### src/sv/mcdb_pkg.sv
package mcdb_pkg;

  // default channel count and fixed field widths
  localparam int CHANNELS_DEF = 32;
  localparam int CH_W         = 5;
  localparam int TIME_W       = 32;
  localparam int CFG_W        = 32;
  localparam int CFG_IDX_W    = 3;

  // register reset values in milliseconds
  localparam logic [TIME_W-1:0] FILTER_FAST_RST = TIME_W'(15000);
  localparam logic [TIME_W-1:0] FILTER_SLOW_RST = TIME_W'(900000);
  localparam logic [TIME_W-1:0] LONG_PRESS_RST  = TIME_W'(5000);

  // configuration register indexes
  typedef enum logic [CFG_IDX_W-1:0] {
    REG_INVERT_MASK        = 3'd0,
    REG_FILTER_ENABLE_MASK = 3'd1,
    REG_SLOW_FILTER_MASK   = 3'd2,
    REG_FILTER_TIME_FAST   = 3'd3,
    REG_FILTER_TIME_SLOW   = 3'd4,
    REG_LONG_PRESS_MASK    = 3'd5,
    REG_LONG_PRESS_TIME    = 3'd6
  } cfg_reg_t;

  // per-channel state entry held in the state ram
  typedef struct packed {
    logic              raw_level;
    logic [TIME_W-1:0] filter_start;
    logic              debounced_level;
    logic [TIME_W-1:0] press_start;
    logic              long_press_flag;
  } mcdb_entry_t;

  // per-channel settings picked from the registers for one item
  typedef struct packed {
    logic              filter_en;
    logic [TIME_W-1:0] limit;
    logic [TIME_W-1:0] hold;
  } mcdb_chan_cfg_t;

  // edge flags produced by one update
  typedef struct packed {
    logic rise;
    logic fall;
  } mcdb_edges_t;

endpackage

### src/sv/mcdb_if.sv
// input sample channel
interface mcdb_in_if;
  logic        valid;
  logic        ready;
  logic [4:0]  channel;
  logic        pin_level;
  logic [31:0] now_ms;

  modport source (output valid, channel, pin_level, now_ms, input ready);
  modport sink (input valid, channel, pin_level, now_ms, output ready);
endinterface

// result channel
interface mcdb_out_if;
  logic       valid;
  logic       ready;
  logic [4:0] out_channel;
  logic       qualified_level;
  logic       long_pressed;
  logic       rising_edge;
  logic       falling_edge;

  modport source (output valid, out_channel, qualified_level, long_pressed, rising_edge,
                  falling_edge, input ready);
  modport sink (input valid, out_channel, qualified_level, long_pressed, rising_edge,
                falling_edge, output ready);
endinterface

### src/sv/mcdb_ram.sv
module mcdb_ram #(
  parameter int WIDTH = 8,
  parameter int DEPTH = 32,
  localparam int AW = (DEPTH > 1) ? $clog2(DEPTH) : 1
) (
  input  logic             clk,
  input  logic             we,
  input  logic [AW-1:0]    waddr,
  input  logic [WIDTH-1:0] wdata,
  input  logic             re,
  input  logic [AW-1:0]    raddr,
  output logic [WIDTH-1:0] rdata
);

  logic [WIDTH-1:0] mem [DEPTH];

  // write port
  always_ff @(posedge clk) begin
    if (we) begin
      mem[waddr] <= wdata;
    end
  end

  // registered read port, holds while not enabled
  always_ff @(posedge clk) begin
    if (re) begin
      rdata <= mem[raddr];
    end
  end

endmodule

### src/sv/mcdb_update.sv
module mcdb_update (
  input  mcdb_pkg::mcdb_entry_t            cur,
  input  logic                             level,
  input  logic [mcdb_pkg::TIME_W-1:0]      now,
  input  mcdb_pkg::mcdb_chan_cfg_t         ccfg,
  output mcdb_pkg::mcdb_entry_t            nxt,
  output mcdb_pkg::mcdb_edges_t            edges
);

  import mcdb_pkg::*;

  logic [TIME_W-1:0] filt_age;
  logic [TIME_W-1:0] press_age;
  logic              q;

  always_comb begin
    nxt = cur;

    // raw change restarts the filter timer
    if (level != cur.raw_level) begin
      nxt.filter_start = now;
      nxt.raw_level    = level;
    end
    filt_age = now - nxt.filter_start;

    // qualify the level
    q = cur.debounced_level;
    if (ccfg.filter_en) begin
      if (q != level && filt_age >= ccfg.limit) begin
        q = level;
      end
    end else begin
      q = level;
    end

    // qualified change gives an edge and restarts the press timer
    edges.rise = 1'b0;
    edges.fall = 1'b0;
    if (q != cur.debounced_level) begin
      edges.rise          = q;
      edges.fall          = ~q;
      nxt.debounced_level = q;
      nxt.press_start     = now;
    end
    press_age = now - nxt.press_start;

    // long press: clear on release, set after hold time
    if (cur.long_press_flag != q) begin
      if (!q) begin
        nxt.long_press_flag = 1'b0;
      end else if (press_age >= ccfg.hold) begin
        nxt.long_press_flag = 1'b1;
      end
    end
  end

endmodule

### src/sv/multichannel_input_debounce_longpress_core.sv
// Debounce and long-press detector for up to CHANNELS inputs sampled one item at a time.
// One item is taken every clock cycle unless stalled; its result moves through the stage 1
// and output registers. Per-channel state (raw level, filter start time, debounced level,
// press start time, long-press flag) sits in one ram entry per channel with a registered
// read; each item reads its entry on transfer and writes the update back on leaving stage 1,
// and a same-channel item right behind it gets that update by forwarding. After reset every
// entry reads as zero via per-channel valid flags, so no clearing pass is needed. Channels
// at or above CHANNELS leave state alone and return zeros. Configuration registers are to
// be written through the plain write port only while the block is idle; it is not enforced.
module multichannel_input_debounce_longpress_core #(
  parameter int CHANNELS = mcdb_pkg::CHANNELS_DEF
) (
  input  logic                           clk,
  input  logic                           rst,
  input  logic                           cfg_we,
  input  logic [mcdb_pkg::CFG_IDX_W-1:0] cfg_index,
  input  logic [mcdb_pkg::CFG_W-1:0]     cfg_data,
  mcdb_in_if.sink                        in_ch,
  mcdb_out_if.source                     out_ch
);

  import mcdb_pkg::*;

  localparam int AW = (CHANNELS > 1) ? $clog2(CHANNELS) : 1;
  localparam logic [CH_W:0] CH_LIMIT = (CH_W + 1)'(CHANNELS);

  // configuration registers
  logic [CFG_W-1:0]  invert_mask;
  logic [CFG_W-1:0]  filter_enable_mask;
  logic [CFG_W-1:0]  slow_filter_mask;
  logic [TIME_W-1:0] filter_time_fast;
  logic [TIME_W-1:0] filter_time_slow;
  logic [CFG_W-1:0]  long_press_mask;
  logic [TIME_W-1:0] long_press_time;

  // stage 1 (ram data returns here)
  logic              s1_v;
  logic [CH_W-1:0]   s1_ch;
  logic              s1_pin;
  logic [TIME_W-1:0] s1_now;
  logic              s1_fwd;

  // output register
  logic              o_v;
  logic [CH_W-1:0]   o_ch;
  logic              o_q;
  logic              o_lp;
  logic              o_rise;
  logic              o_fall;

  logic [CHANNELS-1:0] valid;
  mcdb_entry_t         fwd_entry;
  mcdb_entry_t         ram_rdata;
  mcdb_entry_t         cur;
  mcdb_entry_t         nxt;
  mcdb_chan_cfg_t      ccfg;
  mcdb_edges_t         edges;
  logic                level;
  logic                s1_in_range;
  logic [AW-1:0]       s1_addr;
  logic                advance;
  logic                in_xfer;
  logic                wr;

  // configuration writes
  always_ff @(posedge clk) begin
    if (rst) begin
      invert_mask        <= '0;
      filter_enable_mask <= '0;
      slow_filter_mask   <= '0;
      filter_time_fast   <= FILTER_FAST_RST;
      filter_time_slow   <= FILTER_SLOW_RST;
      long_press_mask    <= '0;
      long_press_time    <= LONG_PRESS_RST;
    end else if (cfg_we) begin
      unique case (cfg_index)
        REG_INVERT_MASK:        invert_mask        <= cfg_data;
        REG_FILTER_ENABLE_MASK: filter_enable_mask <= cfg_data;
        REG_SLOW_FILTER_MASK:   slow_filter_mask   <= cfg_data;
        REG_FILTER_TIME_FAST:   filter_time_fast   <= cfg_data;
        REG_FILTER_TIME_SLOW:   filter_time_slow   <= cfg_data;
        REG_LONG_PRESS_MASK:    long_press_mask    <= cfg_data;
        REG_LONG_PRESS_TIME:    long_press_time    <= cfg_data;
        default: ;
      endcase
    end
  end

  // handshake
  assign advance     = !o_v || out_ch.ready;
  assign in_ch.ready = !s1_v || advance;
  assign in_xfer     = in_ch.valid && in_ch.ready;

  // stage 1 entry select and settings
  assign s1_in_range = {1'b0, s1_ch} < CH_LIMIT;
  assign s1_addr     = s1_ch[AW-1:0];
  assign wr          = s1_v && advance && s1_in_range;

  always_comb begin
    if (s1_fwd) begin
      cur = fwd_entry;
    end else if (valid[s1_addr]) begin
      cur = ram_rdata;
    end else begin
      cur = '0;
    end
    level          = s1_pin ^ invert_mask[s1_ch];
    ccfg.filter_en = filter_enable_mask[s1_ch];
    ccfg.limit     = slow_filter_mask[s1_ch] ? filter_time_slow : filter_time_fast;
    ccfg.hold      = long_press_mask[s1_ch] ? long_press_time : '0;
  end

  mcdb_update u_update (
    .cur   (cur),
    .level (level),
    .now   (s1_now),
    .ccfg  (ccfg),
    .nxt   (nxt),
    .edges (edges)
  );

  // per-channel state ram
  mcdb_ram #(
    .WIDTH ($bits(mcdb_entry_t)),
    .DEPTH (CHANNELS)
  ) u_state_ram (
    .clk   (clk),
    .we    (wr),
    .waddr (s1_addr),
    .wdata (nxt),
    .re    (in_xfer),
    .raddr (in_ch.channel[AW-1:0]),
    .rdata (ram_rdata)
  );

  // valid flags and forwarding copy of the last write
  always_ff @(posedge clk) begin
    if (rst) begin
      valid <= '0;
    end else if (wr) begin
      valid[s1_addr] <= 1'b1;
    end
  end

  always_ff @(posedge clk) begin
    if (wr) begin
      fwd_entry <= nxt;
    end
  end

  // stage 1 register
  always_ff @(posedge clk) begin
    if (rst) begin
      s1_v <= 1'b0;
    end else if (in_ch.ready) begin
      s1_v <= in_ch.valid;
    end
  end

  always_ff @(posedge clk) begin
    if (in_xfer) begin
      s1_ch  <= in_ch.channel;
      s1_pin <= in_ch.pin_level;
      s1_now <= in_ch.now_ms;
      s1_fwd <= wr && (s1_ch == in_ch.channel);
    end
  end

  // output register
  always_ff @(posedge clk) begin
    if (rst) begin
      o_v <= 1'b0;
    end else if (advance) begin
      o_v <= s1_v;
    end
  end

  always_ff @(posedge clk) begin
    if (s1_v && advance) begin
      o_ch   <= s1_ch;
      o_q    <= s1_in_range & nxt.debounced_level;
      o_lp   <= s1_in_range & nxt.long_press_flag;
      o_rise <= s1_in_range & edges.rise;
      o_fall <= s1_in_range & edges.fall;
    end
  end

  assign out_ch.valid           = o_v;
  assign out_ch.out_channel     = o_ch;
  assign out_ch.qualified_level = o_q;
  assign out_ch.long_pressed    = o_lp;
  assign out_ch.rising_edge     = o_rise;
  assign out_ch.falling_edge    = o_fall;

endmodule
### src/flat_wrapper.sv
// flat-port wrapper written by rule: the top's interface ports become plain ports
module multichannel_input_debounce_longpress_core_flat import mcdb_pkg::*;
#(
  parameter int CHANNELS = mcdb_pkg::CHANNELS_DEF
)
  (clk, rst, cfg_we, cfg_index, cfg_data, in_ch_valid, in_ch_channel, in_ch_pin_level, in_ch_now_ms, in_ch_ready, out_ch_valid, out_ch_out_channel, out_ch_qualified_level, out_ch_long_pressed, out_ch_rising_edge, out_ch_falling_edge, out_ch_ready);
  mcdb_in_if in_ch_i ();
  mcdb_out_if out_ch_i ();
  input  logic clk;
  input  logic rst;
  input  logic cfg_we;
  input  logic [mcdb_pkg::CFG_IDX_W-1:0] cfg_index;
  input  logic [mcdb_pkg::CFG_W-1:0] cfg_data;
  input wire logic [$bits(in_ch_i.valid)-1:0] in_ch_valid;
  input wire logic [$bits(in_ch_i.channel)-1:0] in_ch_channel;
  input wire logic [$bits(in_ch_i.pin_level)-1:0] in_ch_pin_level;
  input wire logic [$bits(in_ch_i.now_ms)-1:0] in_ch_now_ms;
  output wire logic [$bits(in_ch_i.ready)-1:0] in_ch_ready;
  output wire logic [$bits(out_ch_i.valid)-1:0] out_ch_valid;
  output wire logic [$bits(out_ch_i.out_channel)-1:0] out_ch_out_channel;
  output wire logic [$bits(out_ch_i.qualified_level)-1:0] out_ch_qualified_level;
  output wire logic [$bits(out_ch_i.long_pressed)-1:0] out_ch_long_pressed;
  output wire logic [$bits(out_ch_i.rising_edge)-1:0] out_ch_rising_edge;
  output wire logic [$bits(out_ch_i.falling_edge)-1:0] out_ch_falling_edge;
  input wire logic [$bits(out_ch_i.ready)-1:0] out_ch_ready;
  assign in_ch_i.valid = in_ch_valid;
  assign in_ch_i.channel = in_ch_channel;
  assign in_ch_i.pin_level = in_ch_pin_level;
  assign in_ch_i.now_ms = in_ch_now_ms;
  assign in_ch_ready = in_ch_i.ready;
  assign out_ch_valid = out_ch_i.valid;
  assign out_ch_out_channel = out_ch_i.out_channel;
  assign out_ch_qualified_level = out_ch_i.qualified_level;
  assign out_ch_long_pressed = out_ch_i.long_pressed;
  assign out_ch_rising_edge = out_ch_i.rising_edge;
  assign out_ch_falling_edge = out_ch_i.falling_edge;
  assign out_ch_i.ready = out_ch_ready;
  multichannel_input_debounce_longpress_core #(.CHANNELS(CHANNELS)) u_core (.clk(clk), .rst(rst), .cfg_we(cfg_we), .cfg_index(cfg_index), .cfg_data(cfg_data), .in_ch(in_ch_i), .out_ch(out_ch_i));
endmodule
### config.mk
export PLATFORM = sky130hd
export DESIGN_NAME = multichannel_input_debounce_longpress_core_flat
export DESIGN_NICKNAME = d
export VERILOG_FILES = /design/src/sv/mcdb_pkg.sv /design/src/sv/mcdb_if.sv /design/src/sv/mcdb_ram.sv /design/src/sv/mcdb_update.sv /design/src/sv/multichannel_input_debounce_longpress_core.sv /design/src/flat_wrapper.sv
export SDC_FILE = /design/constraint.sdc
export NUM_CORES = 2
export LEC_CHECK = 0
export BUFFER_PORTS_ARGS = -buffer_cell sky130_fd_sc_hd__buf_2
export CAP_MARGIN = 5
export CORE_ASPECT_RATIO = 1.2
export CORE_MARGIN = 10
export CORE_UTILIZATION = 40
export CTS_BUF_LIST = sky130_fd_sc_hd__clkbuf_2 sky130_fd_sc_hd__clkbuf_4 sky130_fd_sc_hd__clkbuf_8
export DETAILED_ROUTE_END_ITERATION = 8
export GPL_TIMING_DRIVEN = 0
export PLACE_DENSITY = 0.56
export SKIP_CTS_REPAIR_TIMING = 1
export SLEW_MARGIN = 30
export SYNTH_ARGS = -nofsm -noshare
export SYNTH_HDL_FRONTEND = slang
export SYNTH_SLANG_ARGS = --single-unit
### constraint.sdc
create_clock -name clk -period 18.8 [get_ports clk]
set_input_delay 1.88 -clock clk [delete_from_list [all_inputs] [get_ports clk]]
set_output_delay 1.88 -clock clk [all_outputs]
set_load 0.02 [all_outputs]
# After elaboration in Yosys (flattened, before gate mapping)
# Memory sizes are Yosys's and may differ from the RTL's. A register that Yosys moved wholly into a read port is not among the register bits.
# Cells that the tools add are included.
[classes]
addsub = 2
n_lt_le_gt_ge = 4
eq_ne = 11
mux = 25
bitwise = 3
n_reduce_logical = 17
[ops]
columns = ["op", "count"]
rows = [
  ["67-bit 2-to-1 mux", 2],
  ["33-bit 2-to-1 mux", 2],
  ["32-bit greater-or-equal comparator", 2],
  ["32-bit 2-to-1 mux", 2],
  ["32-bit subtractor", 2],
  ["32-bit bitwise OR", 1],
  ["1-bit binary-select mux with 5-bit select", 5],
  ["2-bit AND reduction", 7],
  ["1-bit 2-to-1 mux", 13],
  ["3-bit equality test, second input constant", 3],
  ["3-bit by 2-bit equality test with 1-bit output, second input constant", 2],
  ["5-bit by 6-bit < comparator with 1-bit output, second input constant", 1],
  ["1-bit demux with 5-bit select", 1],
  ["5-bit equality test", 1],
  ["5-bit by 1-bit greater-or-equal comparator with 1-bit output, second input constant", 1],
  ["1-bit logical AND", 5],
  ["1-bit != test", 4],
  ["3-bit by 1-bit equality test with 1-bit output, second input constant", 1],
  ["3-bit zero test", 1],
  ["1-bit zero test", 2],
  ["1-bit logical OR", 2],
  ["1-bit NOT", 1],
  ["1-bit XOR", 1],
]
[word_totals]
regBits = 371
ramBits = 2144
out_inout_bits = 11
memories = 1
[mem_list]
columns = ["name", "words", "word_bits", "rd", "rd_ports_with_merged_regs", "write_ports", "line_no", "source"]
rows = [
  ["u_core.u_state_ram.mem", 32, 67, 1, 1, 1, "mcdb_ram.sv:15", "logic [WIDTH-1:0] mem [DEPTH];"],
]

# Longest topological paths before layout
[logic_depth]
word_depth = 18
mapped_depth = 59
ltp_nobuf = 54

# Hierarchy
# From an unflattened synthesis, not the netlist that was laid out.
[hier_totals]
hier_cells = 6366
area_unflattened_um2 = 104885.6
[modules_own_cells]
columns = ["mod", "instances", "cells_each", "area_per_inst_um2"]
rows = [
  ["mcdb_ram", 1, 3947, 83610.2],
  ["multichannel_input_debounce_longpress_core", 1, 1609, 15534.9],
  ["mcdb_update", 1, 810, 5740.5],
]

# Worst setup path after synthesis
# Ideal clock, no wire load.
[synth_path]
kind = "register to register"
startpoint = "register u_core.s1_ch[1], in the netlist u_core.s1_addr[1]"
endpoint = "register u_core.o_lp, in the netlist u_core.out_ch.long_pressed, data pin"
arrival_time_ns = 13.786
required_ns = 18.418
setup_slack_ns = 4.632
stages_incl_launch_ff = 57
n_path_buf = 4
synth_period_minus_slack_ns = 14.168
path_cell_list = "edfxtp_1 -> buf_6 -> mux4_2 -> a221oi_1 -> a21o_1 -> o211ai_2 -> xor2_2 -> xnor2_2 -> buf_6 -> a221oi_1 -> a21oi_1 -> ha_1 -> inv_1 -> fa_1 -> a21o_1 -> a31oi_1 -> nor2_1 -> a221o_1 -> [... 21 more ...] -> inv_1 -> fa_1 -> a21o_1 -> a221oi_1 -> a21oi_1 -> o22ai_1 -> o21bai_1 -> a211oi_1 -> nor2_1 -> nor2_1 -> xnor2_1 -> ha_1 -> nand4_1 -> or3_1 -> nor2_1 -> o31a_1 -> o41ai_1 -> a21oi_1"
[synth_lines]
columns = ["item", "line_no", "source"]
rows = [
  ["from (decl)", "multichannel_input_debounce_longpress_core.sv:38", "logic [CH_W-1:0] s1_ch;"],
  ["from (signal assigned)", "multichannel_input_debounce_longpress_core.sv:162", "s1_ch <= in_ch.channel;"],
  ["to (signal assigned)", "multichannel_input_debounce_longpress_core.sv:182", "o_lp <= s1_in_range & nxt.long_press_flag;"],
  ["to (decl)", "multichannel_input_debounce_longpress_core.sv:47", "logic o_lp;"],
]

==> metrics.txt <==
status finished, final reports clean; crit path capture type flip-flop; syn avg cell area ~19 sq um; Power per Cell Area between 100 and 150 nW/um^2; CTS root buffer clkbuf_8; peak per-stage delay on the critical path roughly 0.80 ns; fin crit share 0.9094; Sequential Area 74950 sq um; Max Freq 0.05849 GHz; Die ar. between 200000 and 300000 sq um; Post-Layout Cell Count 9864; HPWL Detailed 229200 microns; met3 usage 0.03846; Mapped Cells 5413; R2R Setup Slk approximately 1.7 ns; Worst EP arrival ~18 ns; Residual DRC 0; worst-case clock buffer depth 4; Slew @ Worst Pin 1.011 ns; clk slew on worst S/H paths 0.07 ns; initial antenna violation count 22; Clock Latency Late Sink 1.09 ns; # setup viols final 0; GRT Residual Overflow 0; CTS tree built; leakage between 30 and 40 nW; worst vdd ir slightly below 0.00007 V; DR vias/cell 5.836; FP Rows ~200; GR Util met2 0.3778; core area about 260000 sq um; ys flop type edfxtp_1; DP Worst Slack 1.811 ns; vias in the first global route about 58000; CP max FO 30; DP Cell Count 9150; Initial Util 0.4011; most common cell in the netlist edfxtp_1; final setup margin roughly 1.7 ns; Worst Path Class, Setup flip-flop to flip-flop; crit path buf inv count 11; DR WL/cell 33.31 microns; multi-input gate area in the final layout 27420 sq um; fraction of layout cells with a size suffix above 1 0.3105; Area growth, synth to finish 19.23%; delay-heaviest family, CP compound AO/OA/AOI/OAI gates; Die Ht 576.2 microns; DRT Pass-1 Iters 5; die width 483.5 microns; first-pass GRT wire length 454800 microns; global-route usage over all layers 0.2304; fillers 21230; gpl congestion about 0.9; # IOs 89; cell taking the most area after synthesis edfxtp_1; grt met1 use 0.2974; port bufs 87; Synth warnings 0; routed vias approximately 58000; Post-synth EDFFs ~2300; top cell type's share of synthesized area 0.6768; nets 6366; DRT antenna net count 0; RSZ-0062 raised after global routing no; top cells by count, synth edfxtp_1, mux4_2, nand2_1, a21oi_1, dfxtp_1; Worst EP required 19.51 ns; Hold Crit Class flip-flop to flip-flop; Synth area leaders edfxtp_1, mux4_2, dfxtp_1; Post-Route WL around 330000 microns; Slew HR 0.3258; Final min period 17.10 ns; post-synth net total 5622; maxcap violations 0; TNS Setup 0 ns; largest net degree at the start of global routing 45; CTS Sinks 2582; Synth async-reset ratio 0; Final Hold Vio Count 0; H-tree depth 5; skew final 0.1279 ns; max-slew violations 0; post-synthesis cell type count 71; startpoint type of the worst setup path flip-flop; global route hottest layer met2; Synth Cell Area 103100 sq um; register bit total from synthesis 2582; initial drt markers between 6000 and 7000; post-synthesis sequential area ratio 0.7269; CP max stage cell o41ai_1; cts bufs inserted roughly 400
## layout by cell type (no fill, tap or decap), types with 91 or more instances in the layout
cell,Yosys,final
clkinv_1,0,91
a21oi_1,274,268
dfxtp_1,258,258
clkbuf_1,203,128
buf_2,18,152
clkbuf_4,0,140
edfxtp_1,2324,2324
nand2_1,526,526
clkbuf_8,0,416
ha_1,129,129
buf_16,0,206
mux4_2,699,699
nor2_1,178,146
## state kept, by name (all words and copies together) (netlist names), 5 cells and up
name,cells
u_core.filter_enable_mask,32
u_core.filter_time_fast,32
u_core.filter_time_slow,32
u_core.fwd_entry,66
u_core.invert_mask,32
u_core.long_press_mask,32
u_core.long_press_time,32
u_core.out_ch.out_channel,5
u_core.s1_addr,5
u_core.s1_now,32
u_core.slow_filter_mask,32
u_core.u_state_ram.mem,2144
u_core.u_state_ram.rdata,67
u_core.valid,32
## where the power goes
group	leakage (nW)	switching, W	internal [W]
clock network	4.12	0.00222	0.00243
registers	23.2	0.0000464	0.00666
logic	12.6	0.00109	0.000597
total	40.0	0.00336	0.00969
## stage by stage
stage	hold slack [ns]	total power (W)	utilization	instance area [sq um]
after floorplan	0.4206	0.007788	-	103100
after global placement	0.4292	0.008343	0.4194	107800
after detailed placement	0.4316	0.008502	0.4480	115200
after CTS	0.4433	0.01313	0.4781	122900
after global routing	0.4675	0.01353	0.4782	122900
final	0.4441	0.01305	0.4783	122900
## routing by layer
metal	wire, microns	vias to the layer above
met5	11	-
met4	18670	2
met3	23900	672
met2	158100	2650
met1	128000	30800
li1	-	23450
## cell type report
type | instances | share of cell area
well taps | 3399 | 0.03459
multi-input cells | 2492 | 0.2230
clock inverters | 156 | 0.008244
repair buffers | 339 | 0.05673
flip-flops and latches | 2582 | 0.6097
diodes | 7 | 0.0001425
clock buffers | 550 | 0.05476
inverters | 48 | 0.001466
plain buffers | 291 | 0.01132
## kinds of logic (layout without fill, tap and decap cells)
logic type	after synthesis	count (layout)	synth area share
flops	2582	2582	0.7269
simple gates	869	869	0.03571
mux	820	820	0.1654
compound gates	606	606	0.03654
buf+inv	339	1384	0.01358
fa+ha+maj	131	131	0.01604
xor+xnor	66	66	0.005752
other cells	0	7	0
## path summary, 6_finish.rpt
check	start	to	depth (start not counted)
worst max-delay path	u_core.s1_addr[1]	u_core.u_state_ram.mem[31][0]	59
worst min-delay path	u_core.s1_addr[0]	u_core.out_ch.out_channel[0]	0
worst max register to register	u_core.s1_addr[1]	u_core.u_state_ram.mem[31][0]	59
worst min register to register	u_core.s1_addr[0]	u_core.out_ch.out_channel[0]	0
Power figures use the tool's default switching activity.
